--- src/sv/erpt_pkg.sv ---
package erpt_pkg;

    // Fixed field widths
    localparam int COORD_W  = 32;
    localparam int ANGLE_W  = 16;
    // CORDIC datapath width (Q2.30 with headroom) and step counter width
    localparam int CORDIC_W = 34;
    localparam int STEP_W   = 5;

    // Defaults for the top-level parameters
    localparam int CORDIC_STEPS_DEF     = 16;
    localparam int MATRIX_FRAC_BITS_DEF = 16;

    // CORDIC gain compensation, 0.6072529350 in Q2.30
    localparam logic [31:0] CORDIC_K = 32'd652032874;

    // Sequencing counts
    localparam int NUM_PROD      = 14;
    localparam int POSE_MUL_LAST = 15;
    localparam int POINT_LAST    = 10;

    // Controller states
    typedef enum logic [2:0] {
        ST_IDLE,
        ST_CORDIC,
        ST_SINCOS,
        ST_POSE_MUL,
        ST_POINT,
        ST_PUBLISH
    } state_t;

    // Commands from controller to datapath
    typedef struct packed {
        logic              load_in;
        logic              cordic_step;
        logic [STEP_W-1:0] idx;
        logic              sc_load;
        logic              mul_en;
        logic              mul_pose;
        logic [3:0]        mul_sel;
        logic              wb_en;
        logic [3:0]        wb_sel;
        logic              pose_commit;
        logic              acc_en;
        logic              acc_first;
        logic              fin_en;
        logic [1:0]        fin_row;
        logic              publish;
    } cmd_t;

    // Status from datapath to controller
    typedef struct packed {
        logic out_free;
    } status_t;

    // atan(2^-i) in 2^-32 turn units
    function automatic logic [31:0] atan_turn(input logic [STEP_W-1:0] i);
        logic [31:0] v;
        case (i)
            5'd0:    v = 32'd536870912;
            5'd1:    v = 32'd316933406;
            5'd2:    v = 32'd167458907;
            5'd3:    v = 32'd85004756;
            5'd4:    v = 32'd42667331;
            5'd5:    v = 32'd21354465;
            5'd6:    v = 32'd10680862;
            5'd7:    v = 32'd5340245;
            5'd8:    v = 32'd2670163;
            5'd9:    v = 32'd1335087;
            5'd10:   v = 32'd667544;
            5'd11:   v = 32'd333772;
            5'd12:   v = 32'd166886;
            5'd13:   v = 32'd83443;
            5'd14:   v = 32'd41722;
            5'd15:   v = 32'd20861;
            5'd16:   v = 32'd10430;
            5'd17:   v = 32'd5215;
            5'd18:   v = 32'd2608;
            5'd19:   v = 32'd1304;
            5'd20:   v = 32'd652;
            5'd21:   v = 32'd326;
            5'd22:   v = 32'd163;
            5'd23:   v = 32'd81;
            default: v = 32'd0;
        endcase
        return v;
    endfunction

endpackage

--- src/sv/erpt_ctrl.sv ---
module erpt_ctrl #(
    parameter int CORDIC_STEPS = erpt_pkg::CORDIC_STEPS_DEF
) (
    input  logic               clk,
    input  logic               rst_n,
    input  logic               in_valid,
    input  logic               in_mode,
    output logic               in_ready,
    input  erpt_pkg::status_t  status,
    output erpt_pkg::cmd_t     cmd
);

    localparam logic [erpt_pkg::STEP_W-1:0] CORDIC_LAST =
        erpt_pkg::STEP_W'(CORDIC_STEPS - 1);
    localparam logic [erpt_pkg::STEP_W-1:0] POSE_LAST =
        erpt_pkg::STEP_W'(erpt_pkg::POSE_MUL_LAST);
    localparam logic [erpt_pkg::STEP_W-1:0] PT_LAST =
        erpt_pkg::STEP_W'(erpt_pkg::POINT_LAST);
    localparam logic [erpt_pkg::STEP_W-1:0] PROD_LAST =
        erpt_pkg::STEP_W'(erpt_pkg::NUM_PROD - 1);

    erpt_pkg::state_t            state_reg, state_next;
    logic [erpt_pkg::STEP_W-1:0] cnt_reg, cnt_next;

    // State and step counter
    always_ff @(posedge clk or negedge rst_n)
    begin
        if (!rst_n)
        begin
            state_reg <= erpt_pkg::ST_IDLE;
            cnt_reg   <= '0;
        end
        else
        begin
            state_reg <= state_next;
            cnt_reg   <= cnt_next;
        end
    end

    // Next state
    always_comb
    begin
        state_next = state_reg;
        cnt_next   = cnt_reg + 1'b1;
        case (state_reg)
            erpt_pkg::ST_IDLE:
            begin
                cnt_next = '0;
                if (in_valid)
                begin
                    state_next = in_mode ? erpt_pkg::ST_POINT : erpt_pkg::ST_CORDIC;
                end
            end
            erpt_pkg::ST_CORDIC:
            begin
                if (cnt_reg == CORDIC_LAST)
                begin
                    state_next = erpt_pkg::ST_SINCOS;
                end
            end
            erpt_pkg::ST_SINCOS:
            begin
                state_next = erpt_pkg::ST_POSE_MUL;
                cnt_next   = '0;
            end
            erpt_pkg::ST_POSE_MUL:
            begin
                if (cnt_reg == POSE_LAST)
                begin
                    state_next = erpt_pkg::ST_IDLE;
                end
            end
            erpt_pkg::ST_POINT:
            begin
                if (cnt_reg == PT_LAST)
                begin
                    state_next = erpt_pkg::ST_PUBLISH;
                end
            end
            erpt_pkg::ST_PUBLISH:
            begin
                cnt_next = '0;
                if (status.out_free)
                begin
                    state_next = erpt_pkg::ST_IDLE;
                end
            end
            default:
            begin
                state_next = erpt_pkg::ST_IDLE;
                cnt_next   = '0;
            end
        endcase
    end

    // Command outputs
    always_comb
    begin
        cmd      = '0;
        in_ready = 1'b0;
        cmd.idx  = cnt_reg;
        case (state_reg)
            erpt_pkg::ST_IDLE:
            begin
                in_ready    = 1'b1;
                cmd.load_in = in_valid;
            end
            erpt_pkg::ST_CORDIC:
            begin
                cmd.cordic_step = 1'b1;
            end
            erpt_pkg::ST_SINCOS:
            begin
                cmd.sc_load = 1'b1;
            end
            erpt_pkg::ST_POSE_MUL:
            begin
                // multiply into mul_reg at step k, then write the registered product back
                cmd.mul_pose    = 1'b1;
                cmd.mul_en      = (cnt_reg <= PROD_LAST);
                cmd.mul_sel     = cnt_reg[3:0];
                cmd.wb_en       = (cnt_reg != '0) && (cnt_reg <= PROD_LAST + 1'b1);
                cmd.wb_sel      = 4'(cnt_reg - 1'b1);
                cmd.pose_commit = (cnt_reg == POSE_LAST);
            end
            erpt_pkg::ST_POINT:
            begin
                cmd.mul_en    = (cnt_reg <= 5'd8);
                cmd.mul_sel   = cnt_reg[3:0];
                cmd.acc_en    = (cnt_reg >= 5'd1) && (cnt_reg <= 5'd9);
                cmd.acc_first = (cnt_reg == 5'd1) || (cnt_reg == 5'd4) || (cnt_reg == 5'd7);
                cmd.fin_en    = (cnt_reg == 5'd4) || (cnt_reg == 5'd7) || (cnt_reg == 5'd10);
                case (cnt_reg)
                    5'd4:    cmd.fin_row = 2'd0;
                    5'd7:    cmd.fin_row = 2'd1;
                    default: cmd.fin_row = 2'd2;
                endcase
            end
            erpt_pkg::ST_PUBLISH:
            begin
                cmd.publish = status.out_free;
            end
            default:
            begin
                cmd = '0;
            end
        endcase
    end

endmodule

--- config.mk ---
export PLATFORM = sky130hd
export DESIGN_NAME = erpt_ctrl
export DESIGN_NICKNAME = d
export VERILOG_FILES = /design/src/sv/erpt_pkg.sv /design/src/sv/erpt_ctrl.sv
export SDC_FILE = /design/constraint.sdc
export NUM_CORES = 1
export LEC_CHECK = 0
export BUFFER_PORTS_ARGS = -buffer_cell sky130_fd_sc_hd__buf_2
export CAP_MARGIN = 15
export CORE_UTILIZATION = 40
export DETAILED_ROUTE_END_ITERATION = 10
export HOLD_SLACK_MARGIN = 0.15
export PLACE_DENSITY_LB_ADDON = 0.15
export SYNTH_ARGS = -nofsm -noshare
export SYNTH_HDL_FRONTEND = slang
export SYNTH_SLANG_ARGS = --single-unit
export TNS_END_PERCENT = 1
--- constraint.sdc ---
create_clock -name clk -period 1.4 [get_ports clk]
set_input_delay 0.07 -clock clk [delete_from_list [all_inputs] [get_ports clk]]
set_output_delay 0.07 -clock clk [all_outputs]
set_load 0.005 [all_outputs]
# ---- Yosys cells after proc, flatten, opt, wreduce, memory -nomap -nowiden
# Cells that the tools add are included.
dict set report totals {
  memories 0
  ramBits 0
  mem_bits_ro 0
  register_bits 8
  out_inout_bits 27
  latch_bits 0
}
dict set report classes {
  n_addsub 2
  reduce_logical 12
  multipliers 0
  bitwise 0
  n_div 0
  shifts 0
  eq_ne 15
  magnitude_cmp 5
  n_mux 20
}
# cell n
set op_table {}
lappend op_table {{less-or-equal comparator 5 x 4 -> 1 bit (second input constant)} 4}
lappend op_table {{2-to-1 mux 3 bit} 6}
lappend op_table {{one-hot mux 3 bit (6 select lines)} 1}
lappend op_table {{2-to-1 mux 5 bit} 3}
lappend op_table {{== test 5 x 3 -> 1 bit (second input constant)} 2}
lappend op_table {{== test 5 x 4 -> 1 bit (second input constant)} 2}
lappend op_table {{inequality test 2 bit (second input constant)} 5}
lappend op_table {{== test 3 x 2 -> 1 bit (second input constant)} 2}
lappend op_table {{== test 3 bit (second input constant)} 2}
lappend op_table {{2-to-1 mux 1 bit} 6}
lappend op_table {{2-to-1 mux 6 bit} 1}
lappend op_table {{OR reduction 6 bit} 1}
lappend op_table {{adder 5 x 1 -> 5 bit (second input constant)} 1}
lappend op_table {{== test 5 x 1 -> 1 bit (second input constant)} 1}
lappend op_table {{greater-or-equal comparator 5 x 1 -> 1 bit (second input constant)} 1}
lappend op_table {{AND reduction 5 bit} 1}
lappend op_table {{nonzero test 5 bit} 1}
lappend op_table {{logical OR 1 bit} 4}
lappend op_table {{2-to-1 mux 4 bit} 1}
lappend op_table {{one-hot mux 2 bit (2 select lines)} 1}
lappend op_table {{subtractor 4 x 1 -> 4 bit (second input constant)} 1}
lappend op_table {{== test 3 x 1 -> 1 bit (second input constant)} 1}
lappend op_table {{zero test 3 bit} 1}
lappend op_table {{OR reduction 3 bit} 1}
lappend op_table {{3 further kinds} 4}

# ---- Depth between registers and ports, before layout
dict set report depth {
  depth_word 4
  ltp_mapped 6
  depth_no_buf 6
}

# ---- Least setup slack after synthesis
# No wires, ideal clock.
dict set report synth_timing {
  kind {flip-flop to flip-flop}
  from {register cnt_reg[0] (netlist bit)}
  to {register state_reg[0]}
  setup_time_ps 104
  path_stages_with_launch 7
  t_required_ps 1296
  arrival_ps 1424
  setup_slack_ps -128
  period_less_slack_ps 1528
  path_buffers 0
  cell_sequence {dfrtp_1 ha_1 and3_1 ha_1 o21ai_0 a21oi_1 a221oi_1}
}
dict set report synth_via {
  elab_chain_len 3
  word_cells_on_any_way 6
  classes_between {5 x eq/ne; 1 x reduce/logical}
}
# item line_no
set synth_lines {}
lappend synth_lines {{start: declaration} erpt_ctrl.sv:23} ;# logic [erpt_pkg::STEP_W-1:0] cnt_reg, cnt_next;
lappend synth_lines {{start signal: assignment} erpt_ctrl.sv:36} ;# cnt_reg <= cnt_next;
lappend synth_lines {{== test 5 x 4 -> 1 bit, on equally long branches} {erpt_ctrl.sv:56, erpt_ctrl.sv:68, erpt_ctrl.sv:75}}
lappend synth_lines {{inequality test 2 bit (no line)} n/a}
lappend synth_lines {{AND reduction 5 bit (no line) *} n/a}
lappend synth_lines {{end signal: assignment} erpt_ctrl.sv:30} ;# state_reg <= erpt_pkg::ST_IDLE;
lappend synth_lines {{end signal: assignment} erpt_ctrl.sv:35} ;# state_reg <= state_next;
lappend synth_lines {{end: declaration} erpt_ctrl.sv:22} ;# erpt_pkg::state_t state_reg, state_next;
# Mark *: on every way between the ends. The rest lies on a longest branch, timed or not.
# A chain may end at the register's enable or synchronous reset.

==> flow_metrics.tcl <==
set metrics [dict create \
    first_pass_iters 4 \
    largest_reg_flops 5 \
    clk_latency_ns 0.26 \
    period_share_pct 108.9 \
    fmax_mhz 655.9 \
    die_y_um 45.07 \
    status "finished with violations" \
    critical_path_class "reg2out" \
    drtIter0Drc 13 \
    syn-num-nets 107 \
    rsz0062_at_grt "true" \
    crit_path_end_kind "primary output" \
    coreArea_sq_um 1727 \
    utilization_pct 68.55 \
    route.detailed.drc 0 \
    cts_tree "built" \
    nets 154 \
    grt_overflow 0 \
    ir_drop_mv 0.8914 \
    clock_skew_ns 0.0004556 \
    synth-seq-cells 8 \
    grt_pass1_wl_mm 3.429 \
    drv_slew 0 \
    pin_count 32 \
    start_kind "flip-flop" \
    initial_core_util_pct 42.97 \
    netlist_top_cells_area "dfrtp_1 (27%), nor2_1 (9.6%), ha_1 (8.4%)" \
    cp_data_required_time_ns 1.33 \
    cpMaxStageDelayCell "dfrtp_2" \
    hold-worst-slack_ns 0.1592 \
    clk_pin_slew_ns 0.06 \
    final_common_cell "buf_2" \
    clock_path_buffers 2 \
    clock-root-buffer "clkbuf_4" \
    yosysTopAreaCell "dfrtp_1" \
    cp_max_fo 7 \
    dieArea_sq_um 2031 \
    cts_made_buffers 3 \
    worst_pin_slew_ns 0.3028 \
    synth_top_area_share_pct 26.98 \
    violations "setup timing" \
    period_needed_ns 1.525 \
    arrival_ns 1.45 \
    port_buffers 31 \
    n_antenna_cell 0 \
    synthToLayoutAreaGrowth_pct 59.53 \
    grt_max_degree 15 \
    first_global_vias 761 \
    leakagePower_nw 0.5655 \
    synth_area_sq_um 742.0 \
    antenna_found_initial 0 \
    crit_buf_inv 2 \
    synth_edf_count 0 \
    wl_per_cell_um 12.38 \
    max_slew_margin_pct 79.74 \
    crit_chain "buf_4 -> ha_4 -> o21bai_1 -> a211oi_1 -> buf_2" \
    routed_wl_mm 2.080 \
    pwr_density_cell_nw_per_um2 1468 \
    htreeDepth 1 \
    fin_ws_ns -0.1247 \
    synth_cells 97 \
    vias_per_cell 4.976 \
    gp_congestion 0.8542 \
    synth_ff_type "dfrtp_1" \
    setup_viol 15 \
    hpwl_mm 1.523 \
    ant_nets 0 \
    drv_cap 0 \
    synth.distinct_cells 31 \
    synth.avg_cell_area_sq_um 7.649 \
    yosysSeqAreaShare_pct 26.98 \
    grt_usage_pct 23.66 \
    vias 836 \
    finalHoldViolCount 0 \
    async_reset_ff_share_pct 100.0 \
    clock_sinks 8 \
    drive_gt1_share_pct 51.75 \
    fp-row-count 15 \
    critPathMaxStageDelay_ns 0.40 \
    min_path_type "in2reg" \
    cp_top_family "flip-flops" \
    mostFrequentLayoutCells "buf_2 (30), nor2_1 (16), buf_4 (11)" \
    finalPower_mw 1.737 \
    ys_warn_count 0 \
    die_width_um 45.07 \
]
-- worst paths after layout --
check                                           end            startpoint  slack [ns]  cells past startpoint
min                        state_reg[0]$_DFFE_PN0P_                status        0.16                      4
max                                          cmd[5]  cnt_reg[0]$_DFF_PN0_       -0.12                      5
max in group asynchronous  state_reg[0]$_DFFE_PN0P_                 rst_n        1.04                      2
min in group asynchronous      cnt_reg[3]$_DFF_PN0_                 rst_n        0.18                      2
max reg2reg                state_reg[0]$_DFFE_PN0P_  cnt_reg[0]$_DFF_PN0_       -0.01                      6
min reg2reg                    cnt_reg[3]$_DFF_PN0_  cnt_reg[3]$_DFF_PN0_        0.63                      2
-- worst register-to-register path: cells and delay by family (launching register included) --
family / cells / cell delay [ns]
and+or+nand+nor: 1 / 0.15
adders and majority gates: 2 / 0.33
AOI/OAI and AO/OA: 3 / 0.39
DFF: 1 / 0.43
-- Yosys cell counts (2+ instances only) --
master     n
a21oi_1    7
and2_1     5
buf_2      4
dfrtp_1    8
ha_1       5
inv_1      3
nand2_1    6
nand2b_1   2
nand3_1    4
nor2_1    19
nor2b_1    5
nor3_1     3
nor3b_1    4
o21ai_0    2
xnor2_1    3
xor2_1     2
-- what timing repair did --
action                                  CTS  global route
endpoints found under the setup margin   16            19
setup buffers                             2             0
hold buffers                              3             0
gates resized for setup                  21             5
pin swaps                                 4             2
hold endpoints to repair                  9             0
-- final cells by class --
type,instances,area (sq um)
clock buffer,4,26.28
fill,142,543.0
inverter,4,17.52
multi-input combinational,80,598.1
sequential,8,205.2
tap,25,31.28
timing repair buffer,47,305.3
-- routing by layer --
layer,GRT usage (%),part of all wire [%],vias up
met5,0,0,-
met3,6.400,6.3,2
met1,32.17,45,385
met4,6.667,0.58,0
li1,-,-,418
met2,36.81,48,31
-- power breakdown --
| part | internal [mW] | switching, mW | leakage [nW] | total [mW] |
|---|---|---|---|---|
| Clock | 0.110 | 0.0879 | 0.0150 | 0.198 |
| Combinational | 0.577 | 0.578 | 0.450 | 1.15 |
| Sequential | 0.300 | 0.0847 | 0.100 | 0.385 |
| Total | 0.987 | 0.750 | 0.565 | 1.74 |
-- through the flow --
stage          std cells  area [sq um]  setup slack, ns  TNS (ns)
4_1_cts              168          1166          -0.1272    -1.335
3_3_place_gp         159         997.2          0.03552         0
6_report             168          1184          -0.1247    -1.073
5_1_grt              168          1184          -0.2159    -2.352
3_5_place_dp         159         997.2         -0.03895  -0.03895
2_1_floorplan         97         759.5         0.003849         0
-- logic make-up after synthesis --
kind of cell	count (synthesis)	share of synthesized area, %
AO/OA/AOI/OAI	15	12.48
XOR/XNOR	5	5.903
AND/OR/NAND/NOR	55	39.97
flip-flops	8	26.98
buffers and inverters	9	6.239
adder cells (fa/ha/maj)	5	8.432
(Power assumes the default switching activity.)
